## src/rtl/lsbp_pkg.sv

```systemverilog
// ----------------------------------------------------------------------------
// lsbp_pkg
// Shared types and constants of the lsb-first bit packer: field widths,
// the queue entry that carries one classified item to the output side,
// and the queue status bundle.
// ----------------------------------------------------------------------------
package lsbp_pkg;

  localparam int unsigned ByteW  = 8;
  localparam int unsigned CountW = 4;
  localparam int unsigned FillW  = 3;

  localparam logic [CountW-1:0] FullBits = 4'd8;

  localparam int unsigned QDepth = 4;
  localparam int unsigned QPtrW  = $clog2(QDepth);
  localparam int unsigned QCntW  = $clog2(QDepth + 1);

  // one item's worth of output work: an optional full byte followed by an
  // optional zero-padded partial byte
  typedef struct packed {
    logic              has_full;
    logic [ByteW-1:0]  full_byte;
    logic              full_final;
    logic              has_part;
    logic [ByteW-1:0]  part_byte;
    logic [CountW-1:0] part_bits;
  } lsbp_entry_t;

  typedef struct packed {
    logic empty;
    logic full;
  } lsbp_q_status_t;

endpackage

```

## src/rtl/lsb_first_bit_packer_core.sv

```systemverilog
// ----------------------------------------------------------------------------
// lsb_first_bit_packer_core
// Packs fields of 0 to 8 bits, least significant bit first, into bytes.
// ----------------------------------------------------------------------------
// The block accepts one field per clock cycle while in_stall is low and emits
// at most one byte per cycle. An item is merged into the partial byte in the
// cycle it is accepted; the resulting full and flushed bytes pass through a
// four-entry queue to the output register, so each byte is registered in a
// queue slot and then in the output register. An item that yields a full byte
// and a flushed partial byte puts two bytes on the single output port, so the
// sustained rate is one item per cycle only while items average at most
// one byte each; the queue absorbs short bursts, and in_stall rises when it
// is full. Bits of data_bits at or above bit_count are ignored, counts above
// eight act as eight, and end_of_stream flushes the pending bits zero-padded
// with final_res set on the last byte of the stream.
module lsb_first_bit_packer_core (
  input  logic                         clk,
  input  logic                         rst,
  input  logic                         in_valid,
  output logic                         in_stall,
  input  logic [lsbp_pkg::ByteW-1:0]   data_bits,
  input  logic [lsbp_pkg::CountW-1:0]  bit_count,
  input  logic                         end_of_stream,
  output logic                         out_valid,
  input  logic                         out_stall,
  output logic [lsbp_pkg::ByteW-1:0]   out_byte,
  output logic [lsbp_pkg::CountW-1:0]  valid_bits,
  output logic                         final_res
);
  import lsbp_pkg::*;

  logic           accept;
  logic           push;
  logic           pop;
  lsbp_entry_t    wr_entry;
  lsbp_entry_t    head;
  lsbp_q_status_t q_stat;

  // input handshake
  assign in_stall = q_stat.full;
  assign accept   = in_valid && !in_stall;

  lsbp_front u_front (
    .clk           (clk),
    .rst           (rst),
    .accept        (accept),
    .data_bits     (data_bits),
    .bit_count     (bit_count),
    .end_of_stream (end_of_stream),
    .entry         (wr_entry),
    .push          (push)
  );

  lsbp_queue u_queue (
    .clk      (clk),
    .rst      (rst),
    .push     (push),
    .wr_entry (wr_entry),
    .pop      (pop),
    .rd_entry (head),
    .status   (q_stat)
  );

  lsbp_back u_back (
    .clk        (clk),
    .rst        (rst),
    .head       (head),
    .head_valid (!q_stat.empty),
    .pop        (pop),
    .out_valid  (out_valid),
    .out_stall  (out_stall),
    .out_byte   (out_byte),
    .valid_bits (valid_bits),
    .final_res  (final_res)
  );

  // output byte always carries one to eight meaningful bits
  a_bits_range: assert property (@(posedge clk) disable iff (rst)
    out_valid |-> (valid_bits != '0) && (valid_bits <= FullBits))
    else $error("valid_bits out of range");

  // a partial byte only ever comes from a flush
  a_part_final: assert property (@(posedge clk) disable iff (rst)
    out_valid && (valid_bits != FullBits) |-> final_res)
    else $error("partial byte without final mark");

  // nothing leaves the queue while it is empty
  a_no_underflow: assert property (@(posedge clk) disable iff (rst)
    q_stat.empty |-> !pop)
    else $error("queue pop while empty");

  // output register is clear straight after reset
  a_reset_idle: assert property (@(posedge clk)
    $past(rst) |-> !out_valid)
    else $error("output valid after reset");

endmodule

```

## src/rtl/lsbp_front.sv

```systemverilog
// ----------------------------------------------------------------------------
// lsbp_front
// Input side: merges each field into the pending partial byte, splits off
// a completed byte and a flushed remainder, and hands them on as one entry.
// ----------------------------------------------------------------------------
module lsbp_front (
  input  logic                         clk,
  input  logic                         rst,
  input  logic                         accept,
  input  logic [lsbp_pkg::ByteW-1:0]   data_bits,
  input  logic [lsbp_pkg::CountW-1:0]  bit_count,
  input  logic                         end_of_stream,
  output lsbp_pkg::lsbp_entry_t        entry,
  output logic                         push
);
  import lsbp_pkg::*;

  logic [ByteW-1:0]    pend_byte;
  logic [FillW-1:0]    pend_cnt;
  logic [ByteW-1:0]    pend_byte_next;
  logic [FillW-1:0]    pend_cnt_next;

  logic [CountW-1:0]   cnt_sat;
  logic [ByteW-1:0]    data_m;
  logic [2*ByteW-1:0]  acc;
  logic [CountW-1:0]   total;
  logic                is_full;
  logic [ByteW-1:0]    rem_byte;
  logic [CountW-1:0]   rem_bits;

  // saturate the count and clear stray data bits
  always_comb begin
    cnt_sat = (bit_count > FullBits) ? FullBits : bit_count;
    for (int i = 0; i < ByteW; i++) begin
      data_m[i] = data_bits[i] && (CountW'(i) < cnt_sat);
    end
  end

  // merge into the partial byte and split
  always_comb begin
    acc      = {{ByteW{1'b0}}, pend_byte} | ({{ByteW{1'b0}}, data_m} << pend_cnt);
    total    = {1'b0, pend_cnt} + cnt_sat;
    is_full  = (total >= FullBits);
    rem_byte = is_full ? acc[2*ByteW-1:ByteW] : acc[ByteW-1:0];
    rem_bits = is_full ? (total - FullBits) : total;
  end

  // classify the item
  always_comb begin
    entry.has_full   = is_full;
    entry.full_byte  = acc[ByteW-1:0];
    entry.full_final = end_of_stream && (rem_bits == '0);
    entry.has_part   = end_of_stream && (rem_bits != '0);
    entry.part_byte  = rem_byte;
    entry.part_bits  = rem_bits;
    push = accept && (entry.has_full || entry.has_part);
  end

  // next partial state, cleared by a flush
  always_comb begin
    if (end_of_stream) begin
      pend_byte_next = '0;
      pend_cnt_next  = '0;
    end else begin
      pend_byte_next = rem_byte;
      pend_cnt_next  = rem_bits[FillW-1:0];
    end
  end

  always_ff @(posedge clk) begin
    if (rst) begin
      pend_byte <= '0;
      pend_cnt  <= '0;
    end else if (accept) begin
      pend_byte <= pend_byte_next;
      pend_cnt  <= pend_cnt_next;
    end
  end

endmodule

```

## src/rtl/lsbp_queue.sv

```systemverilog
// ----------------------------------------------------------------------------
// lsbp_queue
// Short first-in first-out queue of classified entries between the input
// side and the output side.
// ----------------------------------------------------------------------------
module lsbp_queue (
  input  logic                   clk,
  input  logic                   rst,
  input  logic                   push,
  input  lsbp_pkg::lsbp_entry_t  wr_entry,
  input  logic                   pop,
  output lsbp_pkg::lsbp_entry_t  rd_entry,
  output lsbp_pkg::lsbp_q_status_t status
);
  import lsbp_pkg::*;

  lsbp_entry_t      slots [QDepth];
  logic [QPtrW-1:0] wr_ptr;
  logic [QPtrW-1:0] rd_ptr;
  logic [QCntW-1:0] fill;

  // status flags
  always_comb begin
    status.empty = (fill == '0);
    status.full  = (fill == QCntW'(QDepth));
    rd_entry     = slots[rd_ptr];
  end

  // storage
  always_ff @(posedge clk) begin
    if (push) begin
      slots[wr_ptr] <= wr_entry;
    end
  end

  // pointers and fill count
  always_ff @(posedge clk) begin
    if (rst) begin
      wr_ptr <= '0;
      rd_ptr <= '0;
      fill   <= '0;
    end else begin
      if (push) begin
        wr_ptr <= wr_ptr + 1'b1;
      end
      if (pop) begin
        rd_ptr <= rd_ptr + 1'b1;
      end
      case ({push, pop})
        2'b10:   fill <= fill + 1'b1;
        2'b01:   fill <= fill - 1'b1;
        default: fill <= fill;
      endcase
    end
  end

endmodule

```

## src/rtl/lsbp_back.sv

```systemverilog
// ----------------------------------------------------------------------------
// lsbp_back
// Output side: expands each queued entry into one or two bytes and holds
// them in the output register until taken.
// ----------------------------------------------------------------------------
module lsbp_back (
  input  logic                         clk,
  input  logic                         rst,
  input  lsbp_pkg::lsbp_entry_t        head,
  input  logic                         head_valid,
  output logic                         pop,
  output logic                         out_valid,
  input  logic                         out_stall,
  output logic [lsbp_pkg::ByteW-1:0]   out_byte,
  output logic [lsbp_pkg::CountW-1:0]  valid_bits,
  output logic                         final_res
);
  import lsbp_pkg::*;

  logic              full_sent;
  logic              load;
  logic              take_full;
  logic [ByteW-1:0]  byte_next;
  logic [CountW-1:0] bits_next;
  logic              final_next;

  // pick the next byte of the head entry
  always_comb begin
    load       = head_valid && (!out_valid || !out_stall);
    take_full  = head.has_full && !full_sent;
    byte_next  = take_full ? head.full_byte : head.part_byte;
    bits_next  = take_full ? FullBits : head.part_bits;
    final_next = take_full ? head.full_final : 1'b1;
    pop        = load && !(take_full && head.has_part);
  end

  // output register and expansion phase
  always_ff @(posedge clk) begin
    if (rst) begin
      out_valid <= 1'b0;
      full_sent <= 1'b0;
    end else begin
      if (load) begin
        out_valid <= 1'b1;
        full_sent <= take_full && head.has_part;
      end else if (!out_stall) begin
        out_valid <= 1'b0;
      end
    end
  end

  always_ff @(posedge clk) begin
    if (load) begin
      out_byte   <= byte_next;
      valid_bits <= bits_next;
      final_res  <= final_next;
    end
  end

endmodule

```

## config.mk

```make
export PLATFORM = sky130hd
export DESIGN_NAME = lsb_first_bit_packer_core
export DESIGN_NICKNAME = d
export VERILOG_FILES = /design/src/rtl/lsbp_pkg.sv /design/src/rtl/lsb_first_bit_packer_core.sv /design/src/rtl/lsbp_front.sv /design/src/rtl/lsbp_queue.sv /design/src/rtl/lsbp_back.sv
export SDC_FILE = /design/constraint.sdc
export NUM_CORES = 1
export LEC_CHECK = 0
export BUFFER_PORTS_ARGS = -buffer_cell sky130_fd_sc_hd__buf_2
export CAP_MARGIN = 15
export CORE_ASPECT_RATIO = 2
export CORE_MARGIN = 5
export CORE_UTILIZATION = 30
export DETAILED_ROUTE_END_ITERATION = 7
export GPL_TIMING_DRIVEN = 0
export SLEW_MARGIN = 0
export SYNTH_ARGS = -nofsm -noshare
export SYNTH_HDL_FRONTEND = slang
export SYNTH_HIERARCHICAL = 1
export SYNTH_SLANG_ARGS = --single-unit
```

## constraint.sdc

```tcl
create_clock -name clk -period 10.5 [get_ports clk]
set_clock_uncertainty 0.2 [all_clocks]
set_input_delay 2.1 -clock clk [delete_from_list [all_inputs] [get_ports clk]]
set_output_delay 2.1 -clock clk [all_outputs]
set_load 0.03 [all_outputs]
```

# After elaboration in Yosys (flattened, before gate mapping)
# Memories as Yosys holds them, arrays and structs flattened. A register that Yosys moved wholly into a read port is not among the register bits.
# Cells that the tools add are included.
[classes] add_sub_neg=6 n_eq_ne=4 n_reduce_logical=28 n_bitwise=1 n_shift=1 muxes=13 order_cmp=10
[ops] op="$mux W8" n=3
[ops] op="$logic_and A1 B1 Y1" n=16
[ops] op="$lt A3 B4 Y1 const A" n=4
[ops] op="$or A8 B16 Y16" n=1
[ops] op="$shl A8 B3 Y16" n=1
[ops] op="$lt A1 B4 Y1 const A" n=2
[ops] op="$lt A2 B4 Y1 const A" n=2
[ops] op="$mux W4" n=2
[ops] op="$logic_not A1 Y1" n=6
[ops] op="$pmux W3 S2" n=1
[ops] op="$add A2 B1 Y2 const B" n=2
[ops] op="$add A3 B4 Y4" n=1
[ops] op="$ge A4 B4 Y1 const B" n=1
[ops] op="$gt A4 B4 Y1 const B" n=1
[ops] op="$logic_not A4 Y1" n=1
[ops] op="$mux W1" n=4
[ops] op="$mux W2" n=2
[ops] op="$reduce_bool A4 Y1" n=1
[ops] op="$sub A4 B4 Y4 const B" n=1
[ops] op="$add A3 B1 Y3 const B" n=1
[ops] op="$eq A3 B3 Y1 const B" n=1
[ops] op="$logic_not A3 Y1" n=1
[ops] op="$mux W3" n=1
[ops] op="$sub A3 B1 Y3 const B" n=1
[ops] op="other kinds (5)" n=6
[totals] memories=1 in_bits=17 out_inout_bits=15 reg_bits=33 mem_bits_rw=92 elab_cells=74
[memory_table] name="u_queue.slots" depth=4 word_bits=23 rd=1 rd_clocked_by_memory_dff=1 wr=1 line_no="lsbp_queue.sv:17" text="lsbp_entry_t slots [QDepth];"

# Longest topological paths before layout
[depth] ltp_word=11 depth_mapped=18 mapped_depth_nobuf=15

# Cells and area by module
# Netlist, hierarchy kept.
[by_module_without_submodules] module="lsbp_queue" instances=1 cells_per_inst=167 area_each_um2=3787.4
[by_module_without_submodules] module="lsbp_front" instances=1 cells_per_inst=182 area_each_um2=1295.0
[by_module_without_submodules] module="lsbp_back" instances=1 cells_per_inst=38 area_each_um2=651.9
[by_module_without_submodules] module="lsb_first_bit_packer_core" instances=1 cells_per_inst=2 area_each_um2=17.5

# Worst setup path after synthesis
# No wires, ideal clock.
[synth_timing] path_kind="input -> register" startpoint="input port bit_count[3] (netlist name)" endpoint="register u_queue.fill[2]" t_arrival_ps=5230 path_buffers=2 slack_ps=5000 setup_time_ps=70 path_stages=17 cell_sequence="buf_6 > clkbuf_1 > nor2b_1 > ha_1 > inv_1 > fa_1 > inv_1 > or3_1 > and2_1 > o21a_1 > inv_1 > ha_1 > inv_1 > fa_1 > xor2_1 > or3_1 > a21oi_1"
[synth_lines] element="start: declaration" line_no="lsb_first_bit_packer_core.sv:22" text="input logic [lsbp_pkg::CountW-1:0] bit_count,"
[synth_lines] element="end signal: assignment" line_no="lsbp_queue.sv:50" text="2'b10: fill <= fill + 1'b1;"
[synth_lines] element="end signal: assignment" line_no="lsbp_queue.sv:51" text="2'b01: fill <= fill - 1'b1;"
[synth_lines] element="end signal: assignment" line_no="lsbp_queue.sv:52" text="default: fill <= fill;"
[synth_lines] element="end: declaration" line_no="lsbp_queue.sv:20" text="logic [QCntW-1:0] fill;"

# Final worst setup path
[layout_timing] startpoint="input port bit_count[3] (netlist name)" endpoint="register u_queue.fill[2]"
[layout_via] elab_chain_len=11
[layout_rtl] element="$gt A4 B4 Y1" line_no="lsbp_front.sv:33" text="cnt_sat = (bit_count > FullBits) ? FullBits : bit_count;"
[layout_rtl] element="$mux W4 (*)" line_no="lsbp_front.sv:33"
[layout_rtl] element="$add A3 B4 Y4 (*)" line_no="lsbp_front.sv:42" text="total = {1'b0, pend_cnt} + cnt_sat;"
[layout_rtl] element="$ge A4 B4 Y1 (*)" line_no="lsbp_front.sv:43" text="is_full = (total >= FullBits);"
[layout_rtl] element="named net u_front.is_full" line_no="lsbp_front.sv:27" text="logic is_full;"
[layout_rtl] element="$mux W4" line_no="lsbp_front.sv:45" text="rem_bits = is_full ? (total - FullBits) : total;"
[layout_rtl] element="$reduce_bool A4 Y1" line_no="lsbp_front.sv:53" text="entry.has_part = end_of_stream && (rem_bits != '0);"
[layout_rtl] element="$logic_and A1 B1 Y1" line_no="lsbp_front.sv:53"
[layout_rtl] element="$logic_or A1 B1 Y1 (*)" line_no="lsbp_front.sv:56" text="push = accept && (entry.has_full || entry.has_part);"
[layout_rtl] element="$logic_and A1 B1 Y1 (*)" line_no="lsbp_front.sv:56"
[layout_rtl] element="named net push" line_no="lsb_first_bit_packer_core.sv:33" text="logic push;"
[layout_rtl] element="$eq A2 B1 Y1 or $eq A2 B2 Y1 (tied branches)" line_no="lsbp_queue.sv:49" text="case ({push, pop})"
[layout_rtl] element="$pmux W3 S2 or $reduce_bool A2 Y1 (tied branches)"
# The timed path passes the listed nets; every way through them passes the cells marked *.
# A chain may end at the register's enable or synchronous reset.

==> run_summary.xml <==
<?xml version="1.0" encoding="UTF-8"?>
<metrics>
  <group name="routing">
    <metric name="drt-initial-drc-count" unit="">185</metric>
    <metric name="viasPerCell" unit="">4.86</metric>
    <metric name="wl_per_cell" unit="um">18.6</metric>
    <metric name="postRouteAntennaNets" unit="">0</metric>
    <metric name="totalWireLength" unit="um">13200</metric>
    <metric name="detail_route.drc_violations" unit="">0</metric>
    <metric name="drt-pass1-iter-count" unit="">4</metric>
    <metric name="vias" unit="">3446</metric>
  </group>
  <group name="power">
    <metric name="p_leak" unit="nW">2.44</metric>
    <metric name="power" unit="W">0.00174</metric>
    <metric name="power-per-cell-area" unit="nW/um2">251</metric>
    <metric name="ir_worst_vdd" unit="mV">0.0776</metric>
  </group>
  <group name="die">
    <metric name="die_height" unit="um">206</metric>
    <metric name="placeable_core_area" unit="um2">18800</metric>
    <metric name="start_util" unit="%">30.5</metric>
    <metric name="floorplan.die.width" unit="um">108</metric>
    <metric name="io_pins" unit="">32</metric>
    <metric name="dieArea" unit="um2">22200</metric>
    <metric name="placementRows" unit="">71</metric>
  </group>
  <group name="synthesis">
    <metric name="synth_largest_type_area_fraction" unit="%">54.8</metric>
    <metric name="post_synth_and_or_nand_nor_area_fraction" unit="%">8.51</metric>
    <metric name="synth-warning-count" unit="">6</metric>
    <metric name="synth_mux_area_share" unit="%">11.6</metric>
    <metric name="synth_edf_count" unit="">105</metric>
    <metric name="synth_top_family_by_area" unit="">multiplexers</metric>
    <metric name="synth_sequential_area_ratio" unit="%">62.5</metric>
    <metric name="yosysUniqueCellTypes" unit="">64</metric>
    <metric name="yosys-top-cells-area" unit="">sky130_fd_sc_hd__edfxtp_1 (55%), sky130_fd_sc_hd__mux4_2 (7.8%), sky130_fd_sc_hd__dfxtp_1 (7.7%)</metric>
    <metric name="mappedNetlistNets" unit="">416</metric>
    <metric name="synthesis.area_per_instance" unit="um2">14.8</metric>
    <metric name="synthAdderAreaFrac" unit="%">2.44</metric>
    <metric name="synth_area" unit="um2">5750</metric>
    <metric name="postSynthRegisterBits" unit="">127</metric>
    <metric name="synth_flop_cell" unit="">sky130_fd_sc_hd__edfxtp_1</metric>
    <metric name="synthDominantAreaCellType" unit="">sky130_fd_sc_hd__edfxtp_1</metric>
    <metric name="synth_compound_gate_area_share" unit="%">9.96</metric>
    <metric name="post_synth_xor_area_fraction" unit="%">0.914</metric>
    <metric name="syn_inst" unit="">389</metric>
    <metric name="async_flop_share" unit="%">0</metric>
  </group>
  <group name="finish">
    <metric name="num-fill-cells" unit="">1868</metric>
    <metric name="final_common_cell" unit="">sky130_fd_sc_hd__edfxtp_1</metric>
    <metric name="multi_input_area" unit="um2">1920</metric>
    <metric name="seqCellArea" unit="um2">3590</metric>
    <metric name="mostFrequentLayoutCells" unit="">sky130_fd_sc_hd__edfxtp_1 (105), sky130_fd_sc_hd__buf_2 (31), sky130_fd_sc_hd__clkbuf_16 (25)</metric>
    <metric name="antennaDiodeCount" unit="">0</metric>
    <metric name="fraction_of_final_layout_cells_with_drive_strength_greater_than_1" unit="%">25.1</metric>
    <metric name="growth_of_design_area_from_synthesis_to_finish" unit="%">20.8</metric>
    <metric name="finalNetCount" unit="">475</metric>
    <metric name="fin_cells" unit="">709</metric>
  </group>
  <group name="setup_path">
    <metric name="crit_arrival" unit="ns">5.93</metric>
    <metric name="critical_path.cell_chain" unit="">buf_6, clkbuf_1, or2b_1, inv_1, ha_1, a211oi_1, o21bai_1, nand2_1, inv_1, o21a_1, inv_1, ha_1, inv_1, fa_1, xor2_1, or3_1, a21oi_1</metric>
    <metric name="crit_required" unit="ns">10.69</metric>
    <metric name="end_kind" unit="">flip-flop</metric>
    <metric name="critical_path_source_type" unit="">input port</metric>
    <metric name="worst-r2r-cell-count" unit="">14</metric>
    <metric name="r2r_slack" unit="ns">6.30</metric>
    <metric name="cp_slowest_stage_delay" unit="ns">0.40</metric>
    <metric name="reg_to_reg_critical_path_endpoint" unit="">u_queue/fill[2]</metric>
    <metric name="most_frequent_cp_cell" unit="">sky130_fd_sc_hd__inv_1</metric>
    <metric name="critical_path_peak_fanout" unit="">10</metric>
    <metric name="worstSetupPathType" unit="">in2reg</metric>
    <metric name="startpoint" unit="">bit_count[3]</metric>
    <metric name="reg2reg_from" unit="">u_front/pend_cnt[1]</metric>
    <metric name="timing.critical_path.slowest_stage_cell" unit="">sky130_fd_sc_hd__a211oi_1</metric>
  </group>
  <group name="flow_run">
    <metric name="timing.max_cap.violations" unit="">0</metric>
  </group>
  <group name="sta">
    <metric name="setup_repair_after_global_routing_missed_its_margin" unit="">no</metric>
    <metric name="hold_viol" unit="">0</metric>
    <metric name="max_slew_margin" unit="%">33.9</metric>
    <metric name="achievable-frequency" unit="MHz">174</metric>
    <metric name="max_slew.worst_pin.slew" unit="ns">0.986</metric>
    <metric name="final-max-slew-violation-count" unit="">0</metric>
    <metric name="final.min_clock_period" unit="ns">5.74</metric>
    <metric name="timing.final.crit_share" unit="%">54.7</metric>
    <metric name="setup-tns-final" unit="ns">0</metric>
    <metric name="report.final.setup_viol" unit="">0</metric>
  </group>
  <group name="clock_tree">
    <metric name="cts-buffers-inserted" unit="">25</metric>
    <metric name="clock_insertion_delay_worst_skew" unit="ns">0.46</metric>
    <metric name="number_of_buffers_inserted_to_repair_setup_after_cts" unit="">0</metric>
    <metric name="clock_tree_from_tritoncts" unit="">yes</metric>
    <metric name="cts_num_sinks" unit="">127</metric>
    <metric name="cts.path.max_buffers" unit="">3</metric>
    <metric name="postCtsHoldBufs" unit="">0</metric>
    <metric name="post_cts.resized_instances" unit="">0</metric>
    <metric name="cts_clock_pin_slew_for_the_worst_setup_and_hold_paths" unit="ns">0.05</metric>
    <metric name="cts_root_buf" unit="">sky130_fd_sc_hd__clkbuf_16</metric>
    <metric name="cts_max_level" unit="">4</metric>
  </group>
  <group name="global_routing">
    <metric name="wire_length_of_the_first_global_routing_pass" unit="um">20700</metric>
    <metric name="via_count_of_the_first_global_routing_pass" unit="">3840</metric>
    <metric name="grt_max_degree" unit="">24</metric>
    <metric name="track_usage" unit="%">12.4</metric>
    <metric name="antenna_found_initial" unit="">0</metric>
    <metric name="overflow_left_after_global_routing" unit="">0</metric>
  </group>
  <group name="min_path">
    <metric name="min_from" unit="">u_front/pend_byte[5]</metric>
    <metric name="worst_hold_path.num_cells" unit="">2</metric>
    <metric name="worst_hold_path_type" unit="">reg2reg</metric>
    <metric name="whs_endpoint" unit="">u_front/pend_byte[5]</metric>
  </group>
  <group name="placed_design">
    <metric name="place_inst" unit="">675</metric>
    <metric name="dp_hpwl" unit="um">9920</metric>
    <metric name="place_congestion" unit="">0.853</metric>
    <metric name="io_buffer_count" unit="">28</metric>
  </group>
  <group name="outcome">
    <metric name="outcome" unit="">finished, final reports clean</metric>
  </group>
</metrics>
-- sequential cells by signal, summed over array words and instances, names as in the netlist, named ones only --
name,cells
u_front/pend_cnt,3
u_queue/fill,3
u_back/final_res,1
u_back/out_valid,1
u_back/full_sent,1
u_queue/slots,92
u_front/pend_byte,8
u_back/out_byte,8
u_queue/wr_ptr,2
u_back/valid_bits,4
u_queue/rd_ptr,2
-- routing by layer --
layer	GRT usage [%]	wire length, um	vias up
met5	0	0	-
met4	9.12	785	0
met3	1.82	303	37
met2	24.5	7850	83
met1	10.9	4250	1710
li1	-	-	1616
-- stage by stage --
stage          hold WS (ns)  instance area, um2  worst slack [ns]  util (%)
2_1_floorplan         0.228                5750              5.00         -
3_3_place_gp          0.249                6210              4.20      33.0
3_5_place_dp          0.254                6260              4.24      33.2
4_1_cts               0.266                6920              4.70      36.7
5_1_grt               0.287                6950              4.34      36.9
6_report              0.267                6950              4.76      36.9
-- synth_stat cells (all sizes together), types with 9 or more instances --
library cell,number
edfxtp,105
nor2,22
clkbuf,11
buf,11
nand2,16
inv,21
dfxtp,22
and2,9
o21ai,12
mux4,23
a21oi,11
nand3,11
-- how the worst max path moves through the flow --
stage,end,slack [ns],cells past startpoint
finish,u_queue/fill[2],4.76,17
CTS,u_queue/slots[3][5],4.70,12
floorplan,u_queue/fill[2],5.00,17
global route,u_queue/fill[2],4.34,17
detailed placement,u_queue/slots[3][1],4.24,12
global placement,u_queue/slots[0][13],4.20,12
-- worst max-delay path: cells and delay by family --
kind | cells | cell delay (ns)
XOR/XNOR | 1 | 0.17
buffers and inverters | 6 | 0.81
AND/OR/NAND/NOR | 3 | 0.86
AO/OA/AOI/OAI | 4 | 1.15
adder cells (fa/ha/maj) | 3 | 0.82
-- power by group --
part | total, W | internal, W | switching [W]
clock network | 0.000636 | 0.000421 | 0.000215
logic | 0.000435 | 0.000175 | 0.000260
registers | 0.000670 | 0.000647 | 0.0000237
total | 0.00174 | 0.00124 | 0.000498
-- cell families after synthesis --
group                    after synthesis
flip-flops                           127
XOR/XNOR                               6
other                                  1
multiplexers                          34
AO/OA/AOI/OAI                         77
AND/OR/NAND/NOR                       91
buffers and inverters                 43
adder cells (fa/ha/maj)               10
-- layout make-up --
cell class / instances / share of cell area [%]
flip-flops and latches: 127 / 51.7
multi-input cells: 219 / 27.7
clock buffers: 26 / 9.06
well taps: 255 / 4.59
repair buffers: 32 / 3.06
plain buffers: 22 / 2.25
inverters: 21 / 1.13
clock inverters: 7 / 0.486
No activity file was read; power rests on OpenSTA's default activity.
